==> src/ostb_pkg.sv <==
package ostb_pkg;

    localparam int NUM_TIMERS_DEF = 8;
    localparam int ID_W           = 3;
    localparam int COUNT_W        = 16;

    typedef logic [1:0] t_action;
    localparam t_action ACT_CREATE  = 2'd0;
    localparam t_action ACT_RESTART = 2'd1;
    localparam t_action ACT_TICK    = 2'd2;

    localparam logic KIND_STATUS = 1'b0;
    localparam logic KIND_EXPIRY = 1'b1;

    localparam logic ST_OK    = 1'b0;
    localparam logic ST_NOREG = 1'b1;

    localparam logic [COUNT_W-1:0] COUNT_MAX = '1;

    typedef struct packed {
        t_action            action;
        logic [ID_W-1:0]    timer_id;
        logic               has_callback;
        logic [COUNT_W-1:0] period;
        logic               start_req;
    } t_cmd;

    typedef struct packed {
        logic            kind;
        logic [ID_W-1:0] which_timer;
        logic            status;
        logic            last;
    } t_result;

    typedef struct packed {
        logic [COUNT_W-1:0] count_nx;
        logic               expired;
    } t_step;

    typedef enum logic [1:0] {
        S_IDLE,
        S_READ,
        S_UPDATE,
        S_FLUSH
    } t_state;

endpackage

==> src/ostb_ram.sv <==
module ostb_ram #(
    parameter int WIDTH = 16,
    parameter int DEPTH = 8
) (
    input  logic                                    i_clk,
    input  logic                                    i_we,
    input  logic [(DEPTH > 1 ? $clog2(DEPTH) : 1)-1:0] i_waddr,
    input  logic [WIDTH-1:0]                        i_wdata,
    input  logic                                    i_re,
    input  logic [(DEPTH > 1 ? $clog2(DEPTH) : 1)-1:0] i_raddr,
    output logic [WIDTH-1:0]                        o_rdata
);

    logic [WIDTH-1:0] r_mem [DEPTH];
    logic [WIDTH-1:0] r_rdata;

    always_ff @(posedge i_clk) begin
        if (i_we) begin
            r_mem[i_waddr] <= i_wdata;
        end
        if (i_re) begin
            r_rdata <= r_mem[i_raddr];
        end
    end

    assign o_rdata = r_rdata;

endmodule

==> src/ostb_inc_cmp.sv <==
module ostb_inc_cmp
    import ostb_pkg::*;
(
    input  logic [COUNT_W-1:0] i_count,
    input  logic [COUNT_W-1:0] i_period,
    output t_step              o_step
);

    logic [COUNT_W-1:0] w_nx;

    always_comb begin
        w_nx = (i_count == COUNT_MAX) ? i_count : i_count + 1'b1;
        o_step.count_nx = w_nx;
        o_step.expired  = (w_nx >= i_period);
    end

endmodule

==> src/one_shot_timer_bank_unit.sv <==
// One-shot timer bank. A transaction is accepted when start is high and busy is low.
// Create and restart need no walk; a restart status shows on o_strobe/o_result
// in the cycle after acceptance. A tick walks all NUM_TIMERS timers through one
// shared increment/compare unit fed by the single read port of the period and
// count memories: an idle timer is skipped in S_READ, a running timer goes
// through S_READ and S_UPDATE, and S_FLUSH closes the walk; busy stays high through S_FLUSH.
// Each result is shown for exactly one cycle and must be captured then; the
// receiver cannot stall. The last result of a transaction carries last = 1.
module one_shot_timer_bank_unit
    import ostb_pkg::*;
#(
    parameter int NUM_TIMERS = NUM_TIMERS_DEF
) (
    input  logic    i_clk,
    input  logic    i_rst_n,
    input  logic    start,
    input  t_cmd    i_cmd,
    output logic    busy,
    output logic    o_strobe,
    output t_result o_result
);

    localparam int IW = (NUM_TIMERS > 1) ? $clog2(NUM_TIMERS) : 1;
    localparam int XW = IW + ID_W;

    t_state r_state, n_state;

    logic [IW-1:0]         r_idx;
    logic [IW-1:0]         r_pend_id;
    logic                  r_pend;
    logic [NUM_TIMERS-1:0] r_registered;
    logic [NUM_TIMERS-1:0] r_running;
    logic                  r_strobe, n_strobe;
    t_result               r_result, n_result;

    logic          w_acc;
    logic [XW-1:0] w_id_ext;
    logic [IW-1:0] w_id;
    logic          w_id_ok;
    logic          w_create;
    logic          w_restart;
    logic          w_restart_ok;
    logic          w_active;
    logic          w_last_idx;
    logic          w_rd_en;
    logic          w_update;
    logic          w_advance;
    logic          w_flush;

    logic [COUNT_W-1:0] w_period_rd;
    logic [COUNT_W-1:0] w_count_rd;
    logic               w_cnt_we;
    logic [IW-1:0]      w_cnt_waddr;
    logic [COUNT_W-1:0] w_cnt_wdata;
    t_step              w_step;
    logic [XW-1:0]      w_pend_ext;

    assign busy       = (r_state != S_IDLE);
    assign w_acc      = start && !busy;
    assign w_id_ext   = XW'(i_cmd.timer_id);
    assign w_id       = w_id_ext[IW-1:0];
    assign w_id_ok    = (w_id_ext < XW'(NUM_TIMERS));
    assign w_create   = w_acc && (i_cmd.action == ACT_CREATE) && w_id_ok;
    assign w_restart  = w_acc && (i_cmd.action == ACT_RESTART);
    assign w_restart_ok = w_restart && w_id_ok && r_registered[w_id];
    assign w_active   = r_registered[r_idx] && r_running[r_idx];
    assign w_last_idx = (r_idx == IW'(NUM_TIMERS - 1));
    assign w_pend_ext = XW'(r_pend_id);

    // next state
    always_comb begin
        n_state = r_state;
        unique case (r_state)
            S_IDLE: begin
                if (w_acc && (i_cmd.action == ACT_TICK)) begin
                    n_state = S_READ;
                end
            end
            S_READ: begin
                if (w_active) begin
                    n_state = S_UPDATE;
                end else if (w_last_idx) begin
                    n_state = S_FLUSH;
                end
            end
            S_UPDATE: begin
                n_state = w_last_idx ? S_FLUSH : S_READ;
            end
            S_FLUSH: begin
                n_state = S_IDLE;
            end
            default: begin
                n_state = S_IDLE;
            end
        endcase
    end

    // sequencer outputs
    always_comb begin
        w_rd_en   = 1'b0;
        w_update  = 1'b0;
        w_advance = 1'b0;
        w_flush   = 1'b0;
        unique case (r_state)
            S_IDLE: begin
            end
            S_READ: begin
                w_rd_en   = w_active;
                w_advance = !w_active;
            end
            S_UPDATE: begin
                w_update  = 1'b1;
                w_advance = 1'b1;
            end
            S_FLUSH: begin
                w_flush = 1'b1;
            end
            default: begin
            end
        endcase
    end

    ostb_ram #(
        .WIDTH (COUNT_W),
        .DEPTH (NUM_TIMERS)
    ) u_period_ram (
        .i_clk   (i_clk),
        .i_we    (w_create),
        .i_waddr (w_id),
        .i_wdata (i_cmd.period),
        .i_re    (w_rd_en),
        .i_raddr (r_idx),
        .o_rdata (w_period_rd)
    );

    assign w_cnt_we    = w_create || w_restart_ok || w_update;
    assign w_cnt_waddr = w_update ? r_idx : w_id;
    assign w_cnt_wdata = w_update ? w_step.count_nx : '0;

    ostb_ram #(
        .WIDTH (COUNT_W),
        .DEPTH (NUM_TIMERS)
    ) u_count_ram (
        .i_clk   (i_clk),
        .i_we    (w_cnt_we),
        .i_waddr (w_cnt_waddr),
        .i_wdata (w_cnt_wdata),
        .i_re    (w_rd_en),
        .i_raddr (r_idx),
        .o_rdata (w_count_rd)
    );

    ostb_inc_cmp u_inc_cmp (
        .i_count  (w_count_rd),
        .i_period (w_period_rd),
        .o_step   (w_step)
    );

    // result staging: an expiry is held until the next one (or the end) decides last
    always_comb begin
        n_strobe = 1'b0;
        n_result = r_result;
        if (w_restart) begin
            n_strobe             = 1'b1;
            n_result.kind        = KIND_STATUS;
            n_result.which_timer = i_cmd.timer_id;
            n_result.status      = w_restart_ok ? ST_OK : ST_NOREG;
            n_result.last        = 1'b1;
        end else if ((w_update && w_step.expired && r_pend) || (w_flush && r_pend)) begin
            n_strobe             = 1'b1;
            n_result.kind        = KIND_EXPIRY;
            n_result.which_timer = w_pend_ext[ID_W-1:0];
            n_result.status      = ST_OK;
            n_result.last        = w_flush;
        end
    end

    always_ff @(posedge i_clk) begin
        if (!i_rst_n) begin
            r_state      <= S_IDLE;
            r_idx        <= '0;
            r_pend       <= 1'b0;
            r_registered <= '0;
            r_running    <= '0;
            r_strobe     <= 1'b0;
        end else begin
            r_state  <= n_state;
            r_strobe <= n_strobe;
            if (r_state == S_IDLE) begin
                r_idx <= '0;
            end else if (w_advance) begin
                r_idx <= r_idx + 1'b1;
            end
            if (w_create) begin
                r_registered[w_id] <= i_cmd.has_callback;
                r_running[w_id]    <= i_cmd.start_req;
            end
            if (w_restart_ok) begin
                r_running[w_id] <= i_cmd.start_req;
            end
            if (w_update && w_step.expired) begin
                r_running[r_idx] <= 1'b0;
                r_pend           <= 1'b1;
            end else if (w_flush) begin
                r_pend <= 1'b0;
            end
        end
    end

    always_ff @(posedge i_clk) begin
        r_result <= n_result;
        if (w_update && w_step.expired) begin
            r_pend_id <= r_idx;
        end
    end

    assign o_strobe = r_strobe;
    assign o_result = r_result;

endmodule

==> config.mk <==
export PLATFORM = sky130hd
export DESIGN_NAME = one_shot_timer_bank_unit
export DESIGN_NICKNAME = d
export VERILOG_FILES = /design/src/ostb_pkg.sv /design/src/ostb_ram.sv /design/src/ostb_inc_cmp.sv /design/src/one_shot_timer_bank_unit.sv
export SDC_FILE = /design/constraint.sdc
export NUM_CORES = 1
export LEC_CHECK = 0
export BUFFER_PORTS_ARGS = -buffer_cell sky130_fd_sc_hd__buf_2
export CELL_PAD_IN_SITES_DETAIL_PLACEMENT = 0
export CELL_PAD_IN_SITES_GLOBAL_PLACEMENT = 2
export CORE_MARGIN = 3
export CORE_UTILIZATION = 49
export CTS_CLUSTER_SIZE = 40
export DETAILED_ROUTE_END_ITERATION = 6
export GPL_ROUTABILITY_DRIVEN = 0
export HOLD_SLACK_MARGIN = 0.1
export PLACE_DENSITY = 0.82
export SYNTH_ARGS = -nofsm -noshare
export SYNTH_HDL_FRONTEND = slang
export SYNTH_SLANG_ARGS = --single-unit
==> constraint.sdc <==
create_clock -name i_clk -period 8.5 [get_ports i_clk]
set_input_delay 0.85 -clock i_clk [delete_from_list [all_inputs] [get_ports i_clk]]
set_output_delay 0.85 -clock i_clk [all_outputs]
set_load 0.05 [all_outputs]
==> impl_metrics.ini, run 1 <==
[layout]
final_common_cell = edfxtp_1
mostFrequentLayoutCells = edfxtp_1 (295), a22oi_1 (129), nand4_1 (40), clkbuf_16 (35), nor2_1 (34)
diodes = 0
drive_above_1_share_pct = 15.00
syn_to_final_growth_pct = 13.18
finalNetCount = 946

[worst_setup_path]
endpoint_kind = flip-flop
path_cells = nand4_1, nor4_1, nand3_1, xor2_1, nand2_1, ha_1, nand4_1, or3_1, a311oi_2, o41ai_4, a21oi_1
crit_family = simple AND/OR/NAND/NOR gates
path_class = reg2reg
max_stage_delay_ns = 0.48
rrSetupSlack_ns = 4.75
slowest_stage = nor4_1
critPathBufInv = 0
crit_path_max_fanout = 8
crit_required_ns = 8.66
cp.arrival_ns = 3.90
r2r_end = o_result[4]
ff2ff_path_depth = 11
path_common_cell = nand4_1
worstReg2RegStart = u_count_ram.o_rdata[3]
cp-start-kind = flip-flop

[floorplanning]
pin_count = 34
die-area_mm2 = 0.02831
die_x_um = 168.2
coreArea_mm2 = 0.02554
start_util_pct = 50.49
rows = 58
die_h_um = 168.2

[route]
drt_iter0_markers = 752
drc = 0
viasPerCell = 6.060
ant_nets = 0
wire_per_inst_um = 24.07
vias = 7575
dr.pass1.iters = 5
routed_wl_um = 30090

[yosys]
synth-compound-area-share_pct = 12.60
syn_nets = 898
synth_top_area_cell = edfxtp_1
synth_top_area_share_pct = 68.68
syn_area_mm2 = 0.01290
avgSynthCellArea_um2 = 15.21
synth_top_family_by_area = compound AO/OA/AOI/OAI gates
synth_area_leaders = edfxtp_1 (69%), a22oi_1 (7.5%), dfxtp_1 (3.9%)
synthXorXnorAreaFrac_pct = 0.8827
synthAdderAreaFrac_pct = 2.328
synth_mux_area_share_pct = 1.542
ys_types = 63
synth-seq-cells = 320
syn_inst = 848
yosysSeqAreaShare_pct = 72.56
yosys_warnings = 0
synth_ff_type = edfxtp_1
synthArstFlopShare_pct = 0
synth_edf_count = 295
synthSimpleGateAreaFrac_pct = 7.789

[timing]
maxSlewHeadroom_pct = 26.76
hold_viol = 0
period_needed_ns = 3.746
finalClockSkew_ns = 0.01236
clock.fmax_mhz = 266.9
fin_crit_sh_pct = 44.07
setup_viol = 0
tns_ns = 0
rsz0062_at_grt = no
drv_slew = 0
tightest_slew_ns = 1.095
timing.final.ws_setup_ns = 4.754

[clock_tree]
htreeDepth = 2
clk_pin_slew_ns = 0.06
clock_latency_ns = 0.50
cts_tree = done
postCtsSetupRepairBufs = 0
cts_resized = 0
cts_buffers = 34
clockRootBuffer = clkbuf_16
ctsHoldBuffers = 0
cts_sinks = 320
clk_path_buf_depth = 3

[global_route]
grt_max_degree = 34
overflow = 0
grt_usage_pct = 21.24
grt_pass1_wl_um = 45790
antenna_found_initial = 1
grt_pass1_vias = 7727

[placement]
pre_cts_slack_ns = 4.752
dpl.hpwl_um = 17790
io_buffers = 33

[min_path]
whs_path_depth = 2
hold_class = reg2reg
hold_start = r_running[2]
hold_end = r_running[2]

[power]
p_total_mw = 3.424
powerDensity_mw_per_mm2 = 234.5
p_leak_nw = 4.774
vdd_ir_drop_max_uv = 152.4

[outcome]
status = finished clean

[flow_run]
cap_violations = 0
## cell families after synthesis
family / after synthesis
AND/OR/NAND/NOR: 181
buffers and inverters: 76
adder cells (fa/ha/maj): 24
AO/OA/AOI/OAI: 217
multiplexers: 17
XOR/XNOR: 13
flip-flops: 320
## worst min-delay path, cell delays in order, from the launching register on
cell	delay, ns
dfxtp_1	0.31
o31ai_1	0.08
a221oi_2	0.06
## metrics by stage
step	util (%)	instance area, um^2	hold WS, ns	cells
floorplan	-	12900	0.4288	848
global placement	52.84	13500	0.4870	1190
detailed placement	52.84	13500	0.4999	1190
CTS	57.15	14600	0.5079	1250
global route	57.15	14600	0.5353	1250
finish	57.15	14600	0.5055	1250
## per-layer routing
metal,up-vias,track usage (%),part of all wire (%)
li1,3482,-,-
met2,244,34.10,48
met4,2,6.937,2.6
met5,-,0,0.043
met3,58,3.217,5.6
met1,3789,30.16,44
## flip-flops by register name, summed over array words and instances, names as in the netlist
name                  flops
u_count_ram.r_mem       128
u_period_ram.r_mem      128
u_count_ram.o_rdata      16
u_period_ram.o_rdata     16
r_registered              8
r_running                 8
o_result                  6
r_idx                     3
r_pend_id                 3
r_state                   2
o_strobe                  1
r_pend                    1
## layout make-up
class	instances	area, um^2
inverter	31	118.9
clock buffer	37	883.3
timing repair buffer	57	345.3
clock inverter	23	219.0
fill	1992	10950
sequential	320	9359
multi-input combinational	452	3261
tap	330	412.9
## how the worst max path moves through the flow
stage | from | endpoint | slack, ns | depth (start not counted)
4_1_cts | u_count_ram.o_rdata[3] | o_result[4] | 4.72 | 11
3_5_place_dp | u_count_ram.o_rdata[3] | o_result[3] | 4.75 | 11
2_1_floorplan | u_count_ram.o_rdata[3] | o_result[1] | 5.19 | 11
6_report | u_count_ram.o_rdata[3] | o_result[4] | 4.75 | 11
3_3_place_gp | u_count_ram.o_rdata[3] | o_result[1] | 4.83 | 11
5_1_grt | u_count_ram.o_rdata[3] | o_result[4] | 4.43 | 11
## power breakdown
| group | leakage (nW) | switching (mW) | internal (mW) |
|---|---|---|---|
| Combinational | 1.33 | 0.150 | 0.0574 |
| Clock | 0.533 | 0.569 | 0.872 |
| Sequential | 2.91 | 0.0128 | 1.76 |
| Total | 4.77 | 0.732 | 2.69 |
## Yosys cell counts, types with 3 or more instances
master	instances
nand3b_1	4
xor2_1	5
mux2_2	3
inv_1	30
nand2b_1	9
clkbuf_1	37
o21a_1	3
a22oi_1	129
nand2_1	28
a31oi_1	6
a211oi_1	4
nor4_1	3
a221oi_2	7
nand4_1	40
buf_2	7
xnor2_1	8
ha_1	24
mux2i_1	12
a21oi_1	27
and3_1	3
and2_1	18
dfxtp_1	25
nand3_1	10
nor2_1	35
edfxtp_1	295
o21ai_1	3
o21ai_0	13
nor3_1	7
nor2b_1	8
No activity file was read; power rests on OpenSTA's default activity.
==> inputs of run 2 (changes only) <==
CORE_UTILIZATION = 41   (was 49)
PLACE_DENSITY = 0.73   (was 0.82)
clock period = 3.15 ns   (was 8.5 ns; I/O delays follow)
==> impl_metrics.ini, run 2 (synthesis gave the netlist of run 1 again) <==
[global_route]
grt_pass1_vias = 7813
antenna_found_initial = 0
grtUsageMet1_pct = 25.62
grt_pass1_wl_um = 47340
grt_usage_pct = 18.52
use_met3_pct = 2.578
top_usage_layer = met2
overflow = 0
grt_max_degree = 34
met2_usage_pct = 31.08

[min_path]
whs_path_depth = 3
hold_start = i_rst_n
hold_class = in2reg
hold_end = r_idx[0]

[floorplanning]
coreArea_mm2 = 0.03083
pin_count = 34
rows = 64
start_util_pct = 41.84
die_x_um = 183.4
die-area_mm2 = 0.03362
die_h_um = 183.4

[worst_setup_path]
slowest_stage = edfxtp_1
critPathBufInv = 2
path_cells = ha_2, nand2_4, nor2_4, buf_4, and4bb_2, xor2_1, ha_1, nand2_1, or3_4, a311oi_4, o41ai_4, buf_12, a21oi_4
crit_required_ns = 3.37
worstReg2RegStart = u_count_ram.o_rdata[1]
rrSetupSlack_ns = -0.005
cp.arrival_ns = 3.37
path_class = reg2reg
crit_cells = 13
endpoint_kind = flip-flop
r2r_end = o_result[1]
cp-start-kind = flip-flop
max_stage_delay_ns = 0.45
ff2ff_path_depth = 13
crit_path_max_fanout = 7
crit_family = simple AND/OR/NAND/NOR gates

[timing]
fin_crit_sh_pct = 100.2
setup_viol = 4
hold_viol = 0
tightest_slew_ns = 0.8152
clock.fmax_mhz = 317.0
period_needed_ns = 3.155
timing.final.ws_setup_ns = -0.004794
drv_slew = 0
rsz0062_at_grt = yes
maxSlewHeadroom_pct = 45.23
tns_ns = -0.01908
finalClockSkew_ns = 0.01675

[layout]
multi_input_area_mm2 = 0.003467
syn_to_final_growth_pct = 20.21
nFillCells = 2577
diodes = 0
mostFrequentLayoutCells = edfxtp_1 (295), a22oi_1 (129), buf_4 (69), nand4_1 (40), clkbuf_16 (34)
drive_above_1_share_pct = 22.83
reg_top3 = u_count_ram.r_mem x128, u_period_ram.r_mem x128
finalNetCount = 1015
register_area_mm2 = 0.009359
layoutNonFillerInstCount = 1386
final_common_cell = edfxtp_1

[route]
viasPerCell = 5.551
dr.pass1.iters = 5
wire_per_inst_um = 22.23
vias = 7694
drt_iter0_markers = 541
ant_nets = 0
routed_wl_um = 30810
drc = 0

[placement]
pre_cts_slack_ns = -0.3215
place_inst = 1297
dpl.hpwl_um = 18130
io_buffers = 33

[outcome]
status = finished with violations
violations = setup timing

[power]
p_leak_nw = 5.162
swShare_pct = 22.25
powerDensity_mw_per_mm2 = 599.4
internal_power_mw = 7.226
vdd_ir_drop_max_uv = 473.6
power_frac_comb_pct = 6.6
power_frac_seq_pct = 51.5
power_frac_clock_pct = 41.9
p_switching_mw = 2.068

[clock_tree]
cts_sinks = 320
clk_path_buf_depth = 3
clock_latency_ns = 0.52
cts_tree = done
clk_pin_slew_ns = 0.06
cts_buffers = 34
clockRootBuffer = clkbuf_16
htreeDepth = 2

[flow_run]
cap_violations = 0
[run 2: cell types whose count changed in the layout (fill, tap and decap cells not counted), moves of 5 or more]
cell	previous run	this run
buf_4	24	69
dlygate4sd3_1	0	17
nor2_1	34	21
clkbuf_1	2	13
nor2_2	2	13
clkinv_1	9	1
buf_12	0	5
[run 2: power by group through the flow]
stage	Clock, mW	Combinational [mW]	Sequential (mW)
after floorplan	0	0.355	4.88
after global placement	0	0.588	4.88
after detailed placement	0	0.588	4.88
after CTS	3.97	0.615	4.79
after global routing	4.14	0.674	4.79
final	3.90	0.609	4.79
[run 2: metrics by stage]
stage	power, mW	cell area [um^2]	utilization, %	hold slack [ns]
after detailed placement	5.465	14000	45.41	0.4892
after floorplan	5.231	12910	-	0.4139
after global routing	9.609	15500	50.29	0.1330
final	9.294	15500	50.29	0.1356
after global placement	5.463	14000	45.41	0.4890
after CTS	9.369	15400	49.94	0.1248
[run 2: repair_timing]
action / in CTS / in global routing
resized for setup: 15 / 11
setup buffers: 5 / 6
endpoints found under the hold margin: 130 / 0
endpoints found under the setup margin: 22 / 22
pin swaps: 11 / 6
hold buffers: 17 / 0
gates cloned: 0 / 0
[run 2: how the worst max path moves through the flow]
stage                                start           end
finish              u_count_ram.o_rdata[1]   o_result[1]
global route        u_count_ram.o_rdata[1]   o_result[4]
CTS                 u_count_ram.o_rdata[5]   o_result[3]
detailed placement  u_count_ram.o_rdata[0]  r_running[3]
global placement    u_count_ram.o_rdata[0]  r_running[7]
floorplan           u_count_ram.o_rdata[7]   o_result[1]
[run 2: final cells by class]
type                    count  share of cell area [%]
clock buffers              47                   5.802
clock inverters            14                   1.219
inverters                  31                  0.7666
multi-input cells         452                   22.36
flip-flops and latches    320                   60.36
well taps                 396                   3.196
repair buffers            126                   6.294
[run 2: worst register-to-register path: stages, from the launching register on]
cell and delay (ns):
edfxtp_1 0.45, ha_2 0.24, nand2_4 0.09, nor2_4 0.05, buf_4 0.16, and4bb_2 0.23
xor2_1 0.16, ha_1 0.28, nand2_1 0.06, or3_4 0.39, a311oi_4 0.27, o41ai_4 0.14
buf_12 0.16, a21oi_4 0.18
[run 2: metal layers]
layer,routed length [um],vias to the layer above
li1,-,3620
met1,13830,3836
met2,14980,188
met3,1377,50
met4,623,0
met5,0,-
==> inputs of run 3 (changes only) <==
BUFFER_PORTS_ARGS = not set   (was -buffer_cell sky130_fd_sc_hd__buf_2)
CORE_UTILIZATION = 42   (was 41)
DONT_BUFFER_PORTS = 1   (was not set)
PLACE_DENSITY = 0.74   (was 0.73)
==> impl_metrics.ini, run 3 (synthesis gave the netlist of run 1 again) <==
[worst_setup_path]
cp.arrival_ns = 3.48
endpoint_kind = flip-flop
rrSetupSlack_ns = -0.07
path_class = reg2reg
cp-start-kind = flip-flop
crit_required_ns = 3.41
cp-endpoint = o_result[4]
r2r_end = o_result[4]
crit_start = u_count_ram.o_rdata[9]
worstReg2RegStart = u_count_ram.o_rdata[9]
crit_path_max_fanout = 8
ff2ff_path_depth = 14

[route]
dr.pass1.iters = 5
vias = 7835
drt_iter0_markers = 649
wire_per_inst_um = 23.38
routed_wl_um = 31540
drc = 0
ant_nets = 0
viasPerCell = 5.808

[clock_tree]
htreeDepth = 1
clockRootBuffer = clkbuf_16
clock_latency_ns = 0.57
clk_pin_slew_ns = 0.06
cts_tree = done
cts_sinks = 320
cts_buffers = 31
clk_path_buf_depth = 3

[power]
swShare_pct = 21.39
power_frac_clock_pct = 41.3
p_leak_nw = 5.046
powerDensity_mw_per_mm2 = 598.5
power_frac_comb_pct = 6.2
p_total_mw = 9.141
vdd_ir_drop_max_uv = 546.0
power_frac_seq_pct = 52.5
internal_power_mw = 7.186
p_switching_mw = 1.955

[layout]
fin_util_pct = 50.99
syn_to_final_growth_pct = 18.40
finalNetCount = 986
drive_above_1_share_pct = 18.14
layoutNonFillerInstCount = 1349
final_common_cell = edfxtp_1
diodes = 0
mostFrequentLayoutCells = edfxtp_1 (295), a22oi_1 (129), buf_4 (73), nand4_1 (40), nor2_1 (34)
reg_top3 = u_count_ram.r_mem x128, u_period_ram.r_mem x128

[floorplanning]
pin_count = 34
die-area_mm2 = 0.03285
rows = 63
start_util_pct = 43.06
die_h_um = 181.2
die_x_um = 181.2
coreArea_mm2 = 0.02995

[global_route]
grt_usage_pct = 18.67
antenna_found_initial = 0
grt_max_degree = 33
grt_pass1_wl_um = 47220
grt_pass1_vias = 8030
overflow = 0

[timing]
maxSlewHeadroom_pct = 36.30
rsz0062_at_grt = yes
period_needed_ns = 3.219
drv_slew = 0
hold_viol = 0
fin_crit_sh_pct = 102.2
setup_viol = 13
finalClockSkew_ns = 0.02003
tightest_slew_ns = 0.9544
clock.fmax_mhz = 310.6
timing.final.ws_setup_ns = -0.06912

[min_path]
hold_start = start
hold_class = in2reg

[outcome]
status = finished with violations
violations = setup timing

[placement]
io_buffers = 0
dpl.hpwl_um = 18100
place_inst = 1256

[flow_run]
cap_violations = 0
==> run 3: changes by cell type in the layout (fill, tap and decap cells not counted), moves of 5 or more <==
cell	previous run	this run
nor2_2	13	1
dlygate4sd3_1	17	22
buf_2	33	0
clkbuf_1	13	5
nor2_1	21	34
==> run 3: worst min path at each step <==
stage,end,slack [ns],cells after the start
6_report,r_running[4],0.14,4
2_1_floorplan,u_period_ram.r_mem[0][0],0.41,0
4_1_cts,r_running[4],0.12,4
5_1_grt,r_running[4],0.15,4
3_5_place_dp,u_period_ram.r_mem[1][14],0.41,0
3_3_place_gp,u_period_ram.r_mem[0][10],0.41,0
==> run 3: critical path: stages (launching register included) <==
cell      delay [ns]
edfxtp_1        0.40
nand4_1         0.15
buf_6           0.14
nor3_4          0.04
buf_4           0.16
buf_6           0.12
a211oi_4        0.25
xnor2_2         0.13
ha_1            0.31
nand2_1         0.07
or3_4           0.41
a311oi_4        0.26
o41ai_4         0.10
buf_12          0.16
a21oi_4         0.19
==> run 3: cell type report <==
class	count	area, um^2
clock buffers	38	822.0
clock inverters	18	239.0
fillers	2517	14680
inverters	31	123.9
multi-input cells	452	3412
flip-flops and latches	320	9359
well taps	390	488.0
repair buffers	99	822.0
repair inverters	1	6.256
==> run 3: repair_timing <==
item,4_1_cts,5_1_grt
pin swaps,8,18
buffers inserted,7,8
gates cloned,1,0
hold endpoints to repair,151,0
setup endpoints to repair,22,22
gates resized for setup,15,13
hold buffers,22,0
==> run 3: routing by layer <==
layer / GRT usage [%] / routed length (um) / share of wire, % / vias to the layer above
met4: 6.520 / 985 / 3.1 / 0
met3: 2.758 / 1904 / 6.0 / 75
met1: 24.88 / 13270 / 42 / 3929
li1: - / - / - / 3568
met2: 31.44 / 15380 / 49 / 263
met5: 0 / 0 / 0 / -
==> run 3: power by group through the flow <==
stage	logic (mW)	registers, mW	clock network (mW)
floorplan	0.355	4.88	0
global placement	0.493	4.88	0
detailed placement	0.512	4.89	0
CTS	0.566	4.80	3.85
global route	0.616	4.80	4.04
finish	0.566	4.80	3.78
==> run 3: per-stage QoR <==
stage               hold WS (ns)  cell area (um^2)  TNS [ns]  setup WS [ns]
floorplan                 0.4139             12910         0        0.03122
global placement          0.4142             13710    -1.608        -0.1368
detailed placement        0.4142             13710    -3.122        -0.2490
CTS                       0.1174             15150   -0.5963        -0.1112
global route              0.1460             15270    -3.606        -0.2154
finish                    0.1440             15270   -0.5372       -0.06912
